File: src/sv/urxg_pkg.sv
// Shared types and constants for the UART receiver with idle-gap frame detection.
package urxg_pkg;

  localparam int TpbW     = 16;
  localparam int GapW     = 8;
  localparam int GapCntW  = 24;
  localparam int SlotOutW = 5;
  localparam int CfgIdxW  = 2;

  localparam logic [TpbW-1:0] TpbMin   = 16'd4;
  localparam logic [TpbW-1:0] TpbReset = 16'd16;
  localparam logic [GapW-1:0] GapReset = 8'd19;

  localparam logic [CfgIdxW-1:0] CFG_TICKS_PER_BIT = 2'd0;
  localparam logic [CfgIdxW-1:0] CFG_GAP_BITS      = 2'd1;

  // Effective bit timing, settled at configuration write time.
  typedef struct packed {
    logic [TpbW-1:0]    tpb;
    logic [GapCntW-1:0] gap_limit;
  } urxg_cfg_t;

  typedef struct packed {
    logic                byte_valid;
    logic [7:0]          rx_byte;
    logic [SlotOutW-1:0] buffer_slot;
    logic                framing_error;
    logic                frame_done;
  } urxg_result_t;

endpackage

File: src/sv/uart_rx_with_frame_gap_top.sv
// Top level of the 8N1 UART receiver with idle-gap frame detection.
// Each input item is one sample of the receive line; each accepted item gives exactly one
// result item, registered and offered on the output channel the cycle after acceptance.
// One item is taken per clock cycle unless a result is held unread: the whole step is a single pass through the receive
// state machine, and an item is taken while the previous result is being taken downstream.
// A write to ticks_per_bit or gap_bits also updates the stored gap limit (their product)
// in the same cycle, so configuration takes effect on the very next item. A ticks_per_bit
// below 4 acts as 4 and a gap_bits of 0 acts as 1.
module uart_rx_with_frame_gap_top #(
  parameter int BUFFER_DEPTH = 32
) (
  input  logic                           clk,
  input  logic                           rst,
  input  logic                           in_valid,
  output logic                           in_ready,
  input  logic                           rx_level,
  output logic                           out_valid,
  input  logic                           out_ready,
  output logic                           byte_valid,
  output logic [7:0]                     rx_byte,
  output logic [urxg_pkg::SlotOutW-1:0]  buffer_slot,
  output logic                           framing_error,
  output logic                           frame_done,
  input  logic                           cfg_valid,
  output logic                           cfg_ready,
  input  logic [urxg_pkg::CfgIdxW-1:0]   cfg_index,
  input  logic [urxg_pkg::TpbW-1:0]      cfg_data
);
  import urxg_pkg::*;

  logic [GapW-1:0] gap_reg;
  urxg_cfg_t       cfg;
  urxg_result_t    res, res_reg;
  logic            step;

  logic [TpbW-1:0] new_tpb;
  logic [GapW-1:0] new_gap;

  assign cfg_ready = 1'b1;
  assign new_tpb   = (cfg_data < TpbMin) ? TpbMin : cfg_data;
  assign new_gap   = (cfg_data[GapW-1:0] == '0) ? GapW'(1) : cfg_data[GapW-1:0];

  always_ff @(posedge clk) begin
    if (rst) begin
      gap_reg       <= GapReset;
      cfg.tpb       <= TpbReset;
      cfg.gap_limit <= GapCntW'(GapReset) * GapCntW'(TpbReset);
    end else if (cfg_valid && cfg_ready) begin
      case (cfg_index)
        CFG_TICKS_PER_BIT: begin
          cfg.tpb       <= new_tpb;
          cfg.gap_limit <= GapCntW'(gap_reg == '0 ? GapW'(1) : gap_reg) * GapCntW'(new_tpb);
        end
        CFG_GAP_BITS: begin
          gap_reg       <= cfg_data[GapW-1:0];
          cfg.gap_limit <= GapCntW'(new_gap) * GapCntW'(cfg.tpb);
        end
        default: begin
        end
      endcase
    end
  end

  assign in_ready = !out_valid || out_ready;
  assign step     = in_valid && in_ready;

  urxg_core #(
    .BUFFER_DEPTH(BUFFER_DEPTH)
  ) u_core (
    .clk  (clk),
    .rst  (rst),
    .cfg  (cfg),
    .step (step),
    .lvl  (rx_level),
    .res  (res)
  );

  // Hold the result until taken; load a new one on every accepted item.
  always_ff @(posedge clk) begin
    if (rst) begin
      out_valid <= 1'b0;
    end else if (step) begin
      out_valid <= 1'b1;
    end else if (out_ready) begin
      out_valid <= 1'b0;
    end
  end

  always_ff @(posedge clk) begin
    if (step) begin
      res_reg <= res;
    end
  end

  assign byte_valid    = res_reg.byte_valid;
  assign rx_byte       = res_reg.rx_byte;
  assign buffer_slot   = res_reg.buffer_slot;
  assign framing_error = res_reg.framing_error;
  assign frame_done    = res_reg.frame_done;

endmodule

File: src/sv/urxg_core.sv
// Receive state machine: start detect, bit sampling, slot counting and gap timing.
module urxg_core #(
  parameter int BUFFER_DEPTH = 32
) (
  input  logic                  clk,
  input  logic                  rst,
  input  urxg_pkg::urxg_cfg_t   cfg,
  input  logic                  step,
  input  logic                  lvl,
  output urxg_pkg::urxg_result_t res
);
  import urxg_pkg::*;

  localparam int SlotW = (BUFFER_DEPTH > 1) ? $clog2(BUFFER_DEPTH) : 1;

  typedef enum logic [1:0] {
    PH_IDLE,
    PH_START,
    PH_DATA,
    PH_STOP
  } phase_t;

  phase_t             phase, phase_next;
  logic [TpbW-1:0]    tick_count, tick_count_next;
  logic [3:0]         bit_index, bit_index_next;
  logic [7:0]         shift_byte, shift_byte_next;
  logic [SlotW-1:0]   write_slot, write_slot_next;
  logic [GapCntW-1:0] gap_count, gap_count_next;
  logic               gap_armed, gap_armed_next;
  logic               last_level;

  logic [TpbW-1:0]    tick_inc;
  logic [GapCntW-1:0] gap_inc;
  logic [3:0]         bit_inc;
  logic [8:0]         slot_ext;

  assign tick_inc = tick_count + 1'b1;
  assign gap_inc  = gap_count + 1'b1;
  assign bit_inc  = bit_index + 1'b1;
  assign slot_ext = 9'(write_slot);

  always_comb begin
    phase_next      = phase;
    tick_count_next = tick_count;
    bit_index_next  = bit_index;
    shift_byte_next = shift_byte;
    write_slot_next = write_slot;
    gap_count_next  = gap_count;
    gap_armed_next  = gap_armed;
    res             = '0;

    case (phase)
      PH_IDLE: begin
        if (last_level && !lvl) begin
          phase_next      = PH_START;
          tick_count_next = '0;
          gap_count_next  = '0;
        end else if (gap_armed) begin
          if (gap_inc >= cfg.gap_limit) begin
            res.frame_done = 1'b1;
            gap_armed_next = 1'b0;
            gap_count_next = '0;
          end else begin
            gap_count_next = gap_inc;
          end
        end
      end
      PH_START: begin
        gap_count_next  = '0;
        tick_count_next = tick_inc;
        if (tick_inc >= (cfg.tpb >> 1)) begin
          tick_count_next = '0;
          if (!lvl) begin
            phase_next      = PH_DATA;
            bit_index_next  = '0;
            shift_byte_next = '0;
            gap_armed_next  = 1'b1;
          end else begin
            // false start: drop back to idle
            phase_next = PH_IDLE;
          end
        end
      end
      PH_DATA: begin
        gap_count_next  = '0;
        tick_count_next = tick_inc;
        if (tick_inc >= cfg.tpb) begin
          tick_count_next = '0;
          if (lvl) begin
            shift_byte_next[bit_index[2:0]] = 1'b1;
          end
          bit_index_next = bit_inc;
          if (bit_inc >= 4'd8) begin
            phase_next = PH_STOP;
          end
        end
      end
      PH_STOP: begin
        gap_count_next  = '0;
        tick_count_next = tick_inc;
        if (tick_inc >= cfg.tpb) begin
          tick_count_next = '0;
          if (lvl) begin
            res.byte_valid  = 1'b1;
            res.rx_byte     = shift_byte;
            res.buffer_slot = slot_ext[SlotOutW-1:0];
            write_slot_next = (write_slot == SlotW'(BUFFER_DEPTH - 1)) ? '0
                                                                    : write_slot + 1'b1;
          end else begin
            res.framing_error = 1'b1;
          end
          shift_byte_next = '0;
          bit_index_next  = '0;
          phase_next      = PH_IDLE;
        end
      end
      default: begin
        phase_next = PH_IDLE;
      end
    endcase
  end

  always_ff @(posedge clk) begin
    if (rst) begin
      phase      <= PH_IDLE;
      tick_count <= '0;
      bit_index  <= '0;
      shift_byte <= '0;
      write_slot <= '0;
      gap_count  <= '0;
      gap_armed  <= 1'b0;
      last_level <= 1'b1;
    end else if (step) begin
      phase      <= phase_next;
      tick_count <= tick_count_next;
      bit_index  <= bit_index_next;
      shift_byte <= shift_byte_next;
      write_slot <= write_slot_next;
      gap_count  <= gap_count_next;
      gap_armed  <= gap_armed_next;
      last_level <= lvl;
    end
  end

endmodule

File: config.mk
export PLATFORM = sky130hd
export DESIGN_NAME = uart_rx_with_frame_gap_top
export DESIGN_NICKNAME = d
export VERILOG_FILES = /design/src/sv/urxg_pkg.sv /design/src/sv/uart_rx_with_frame_gap_top.sv /design/src/sv/urxg_core.sv
export SDC_FILE = /design/constraint.sdc
export NUM_CORES = 1
export LEC_CHECK = 0
export ABC_AREA = 1
export BUFFER_PORTS_ARGS = -buffer_cell sky130_fd_sc_hd__buf_4
export CAP_MARGIN = 10
export CORE_MARGIN = 2
export CORE_UTILIZATION = 40
export DETAILED_ROUTE_END_ITERATION = 16
export HOLD_SLACK_MARGIN = 0.12
export MAX_ROUTING_LAYER = met4
export SYNTH_ARGS = -nofsm -noshare
export SYNTH_HDL_FRONTEND = slang
export SYNTH_HIERARCHICAL = 1
export SYNTH_SLANG_ARGS = --single-unit
File: constraint.sdc
create_clock -name clk -period 9.4 [get_ports clk]
set_clock_uncertainty 0.15 [all_clocks]
set_input_delay 2.35 -clock clk [delete_from_list [all_inputs] [get_ports clk]]
set_output_delay 2.35 -clock clk [all_outputs]
set_load 0.05 [all_outputs]
==> summary.log <==
INFO  status         status=completed
INFO  critical_path  critical_path.top_delay_family=adder cells
INFO  yosys          ys_top_cells_by_count=sky130_fd_sc_hd__nand2_1 (610), sky130_fd_sc_hd__inv_1 (541), sky130_fd_sc_hd__fa_1 (168)
INFO  critical_path  cp_max_stage_delay=0.55ns
INFO  yosys          synth_edf_count=16
INFO  critical_path  critPathMaxFanout=24
INFO  clocking       clkSlewWorstSetupHoldPaths=0.07ns
INFO  sta            worstMarginPinSlew=1.02ns
INFO  place          buffer_ports.inserted=41
INFO  drt            post_route_antenna_net_violation_count=0
INFO  power          power.share.sequential=0.236
INFO  global_route   track_usage=0.222
INFO  yosys          ys_seq_area_frac=0.163
INFO  yosys          combinational_family_with_the_most_area_after_synthesis=adder cells
INFO  power          power.clock.fraction=0.274
INFO  drt            route.detailed.wl_per_inst=15.6um
INFO  die            initial_core_util=0.405
INFO  cells_and_area reg_top3=cfg x40, u_core/gap_count x24, u_core/tick_count x16
INFO  sta            final.min_clock_period=7.27ns
INFO  sta            final.setup.worst_slack=2.13ns
INFO  die            io_pins=43
INFO  yosys          postSynthAreaPerCell=6.95um^2
INFO  critical_path  reg2reg_setup_slack=4.12ns
INFO  sta            finalSetupTns=0ns
INFO  critical_path  worst_path_max_delay_cell=sky130_fd_sc_hd__fa_1
INFO  die            num_rows=74
INFO  clocking       tritoncts.num_buffers=17
INFO  yosys          synth_async_sr_flop_share=0
INFO  yosys          yosys.area_share.xor_xnor=0.0233
INFO  sta            slew_violations=0
INFO  die            die-height=207um
INFO  drt            dr.pass1.iters=6
INFO  critical_path  crit_type=in -> reg
INFO  critical_path  cp-end-kind=flop
INFO  global_route   via_count_of_the_first_global_routing_pass=14600
INFO  die            die_w=207um
INFO  yosys          ys_seq_elements=126
INFO  yosys          synth_compound_area_frac=0.0769
INFO  power          sw_frac=0.463
INFO  yosys          yosys-top-cells-area=sky130_fd_sc_hd__fa_1 (20%), sky130_fd_sc_hd__nand2_1 (14%), sky130_fd_sc_hd__dfxtp_1 (13%), sky130_fd_sc_hd__inv_1 (12%), sky130_fd_sc_hd__ha_1 (11%)
INFO  critical_path  critPathLaunchType=primary input
INFO  power          p_leak=0.00940uW
INFO  power          max-vdd-ir-drop=0.118mV
INFO  drt            viasPerCell=4.97
INFO  cells_and_area fraction_of_final_layout_cells_with_drive_strength_greater_than_1=0.0714
INFO  yosys          yosys.area_share.simple=0.268
INFO  global_route   antenna_violations_before_repair=0
INFO  clocking       cts_tree=yes
INFO  cells_and_area n_fill_cell=4257
INFO  die            die_area=0.0429mm^2
INFO  sta            finalHoldViolations=0
INFO  global_route   grt_pass1_wl=74600um
INFO  sta            setup_viol=0
INFO  drt            routed-via-count=14400
INFO  die            core_region_area=0.0407mm^2
INFO  worst_hold_path worst_hold_path_type=reg -> reg
INFO  cells_and_area finalNetCount=2695
INFO  sta            timing.max_slew.rel_slack=0.319
INFO  critical_path  cp_data_arrival_time=7.47ns
INFO  cells_and_area antenna-diode-count=0
INFO  place          hpwlAfterDp=35800um
INFO  yosys          syn-num-nets=2716
INFO  critical_path  crit_required=9.60ns
INFO  power          power_density=144mW/mm^2
INFO  yosys          post_syn_area=0.0165mm^2
INFO  clocking       clock_latency=0.44ns
INFO  power          switching_power=1180uW
INFO  yosys          primary_flip_flop_cell_chosen_by_synthesis_mapping=sky130_fd_sc_hd__dfxtp_1
INFO  place          gpl_wtd_cong=0.888
INFO  run            max_cap_violations=0
INFO  cells_and_area most_flops_register=cfg
INFO  clocking       clock_tree.buffer_depth=2
INFO  clocking       cts_num_sinks=126
INFO  yosys          yosys.cell_count.top_type=sky130_fd_sc_hd__nand2_1
INFO  place          dp_worst_setup_slack=1.73ns
INFO  power          power_report.internal_total=1370uW
INFO  yosys          synth_cell_types=53
INFO  drt            drt_first_iter_violations=777
INFO  drt            finalWirelength=45200um
INFO  clocking       cts_setup_buffers=0
INFO  yosys          synth_cells=2376
INFO  cells_and_area syn2layout_area_growth=7.35%
INFO  drt            drc_violations_left=0
INFO  power          power_frac_comb=0.490
INFO  global_route   grt.overflow.total=0
INFO  yosys          synthDominantAreaCellType=sky130_fd_sc_hd__fa_1
INFO  cells_and_area largest_register_ff_count=40
INFO  clocking       clk_root_buffer_cell=sky130_fd_sc_hd__clkbuf_16
INFO  global_route   largest_net_degree_at_the_start_of_global_routing=73
INFO  clocking       cts.repair.resized=0
INFO  yosys          ys.warnings.count=6
INFO  critical_path  timing.critical_path.buf_inv=8
INFO  clocking       clock_tree.htree_level_count=4
INFO  sta            grt_setup_unrepaired=no
INFO  yosys          synth_mux_area_frac=0
INFO  clocking       hold_fix_buffers_cts=0
INFO  yosys          synth_top_area_frac=0.204
INFO  sta            maxClockFrequency=138MHz
INFO  yosys          synth_fa_ha_area_frac=0.316
INFO  sta            timing.final.crit_share=0.774
-- worst reg2reg max path: cells and delay by family, from the launching register on --
kind                       cells  cell delay (ns)
and+or+nand+nor                6             0.84
buffers and inverters          4             0.33
AOI/OAI and AO/OA              2             0.71
adders and majority gates      5             2.39
DFF                            1             0.77
-- placed cells by master, fill, tap and decap left out, types with 4 or more instances in the layout --
| master | Yosys | layout |
|---|---|---|
| sky130_fd_sc_hd__a21oi_1 | 138 | 137 |
| sky130_fd_sc_hd__nor2_4 | 8 | 8 |
| sky130_fd_sc_hd__xnor2_1 | 16 | 16 |
| sky130_fd_sc_hd__nand3_1 | 95 | 95 |
| sky130_fd_sc_hd__a21oi_2 | 11 | 11 |
| sky130_fd_sc_hd__buf_4 | 2 | 47 |
| sky130_fd_sc_hd__inv_1 | 541 | 541 |
| sky130_fd_sc_hd__nand2_1 | 610 | 610 |
| sky130_fd_sc_hd__nor2_1 | 166 | 165 |
| sky130_fd_sc_hd__inv_2 | 14 | 14 |
| sky130_fd_sc_hd__edfxtp_1 | 16 | 16 |
| sky130_fd_sc_hd__clkbuf_16 | 0 | 17 |
| sky130_fd_sc_hd__o21ai_1 | 8 | 8 |
| sky130_fd_sc_hd__o211ai_1 | 10 | 10 |
| sky130_fd_sc_hd__xor2_1 | 28 | 28 |
| sky130_fd_sc_hd__nand3b_1 | 13 | 13 |
| sky130_fd_sc_hd__inv_6 | 0 | 4 |
| sky130_fd_sc_hd__o21bai_1 | 7 | 7 |
| sky130_fd_sc_hd__nor4_1 | 5 | 5 |
| sky130_fd_sc_hd__nand3_2 | 15 | 15 |
| sky130_fd_sc_hd__fa_1 | 168 | 168 |
| sky130_fd_sc_hd__nor2_2 | 7 | 8 |
| sky130_fd_sc_hd__ha_1 | 148 | 148 |
| sky130_fd_sc_hd__nand4_1 | 33 | 33 |
| sky130_fd_sc_hd__o21ai_0 | 48 | 48 |
| sky130_fd_sc_hd__nor3_1 | 27 | 27 |
| sky130_fd_sc_hd__nand2_2 | 15 | 15 |
| sky130_fd_sc_hd__inv_8 | 0 | 5 |
| sky130_fd_sc_hd__dfxtp_1 | 110 | 110 |
-- cell families (layout without fill, tap and decap cells) --
family / Yosys count / count (layout)
DFF: 126 / 126
adders and majority gates: 316 / 316
and+or+nand+nor: 1012 / 1012
AOI/OAI and AO/OA: 230 / 230
xor gates and xnor gates: 44 / 44
other: 1 / 1
buffers and inverters: 647 / 639
-- final timing paths --
check / startpoint / to / depth (start not counted)
setup / recovery: cfg_data[7] / cfg[12]$_SDFFE_PP0P_ / 25
hold / removal: u_core/shift_byte[2]$_SDFFE_PP0P_ / u_core/shift_byte[2]$_SDFFE_PP0P_ / 2
setup reg to reg: gap_reg[7]$_SDFFE_PP0P_ / cfg[12]$_SDFFE_PP0P_ / 17
hold reg to reg: u_core/shift_byte[2]$_SDFFE_PP0P_ / u_core/shift_byte[2]$_SDFFE_PP0P_ / 2
-- per-stage QoR --
stage          power [uW]  area (um^2)  hold slack (ns)  cells  utilization
2_1_floorplan        1510        16500            0.279   2376            -
3_3_place_gp         1860        17100            0.297   2868        0.420
3_5_place_dp         1870        17100            0.298   2868        0.420
4_1_cts              2580        17700            0.316   2900        0.435
5_1_grt              2770        17700            0.338   2900        0.435
6_report             2550        17700            0.317   2900        0.435
-- power by group through the flow --
stage	logic (uW)	clock network, uW	registers [uW]
floorplan	913	0	600
global placement	1250	0	613
detailed placement	1250	0	613
CTS	1260	712	601
global route	1430	734	604
finish	1250	699	601
-- layout make-up --
type / instances / area [um^2] / area share
Multi-Input combinational cell: 1603 / 11300 / 0.639
Clock buffer: 17 / 425 / 0.0240
Clock inverter: 15 / 170 / 0.00960
Tap cell: 532 / 666 / 0.0376
Inverter: 560 / 2110 / 0.119
Timing Repair Buffer: 47 / 353 / 0.0199
Sequential cell: 126 / 2680 / 0.151
-- metal layers --
layer / vias up / share of wire / GRT usage
li1: 7127 / - / -
met5: - / 0 / -
met1: 6925 / 0.43 / 0.261
met3: 73 / 0.033 / 0.0241
met4: 0 / 0.027 / 0.0655
met2: 290 / 0.51 / 0.398
No activity file was read; power rests on OpenSTA's default activity.
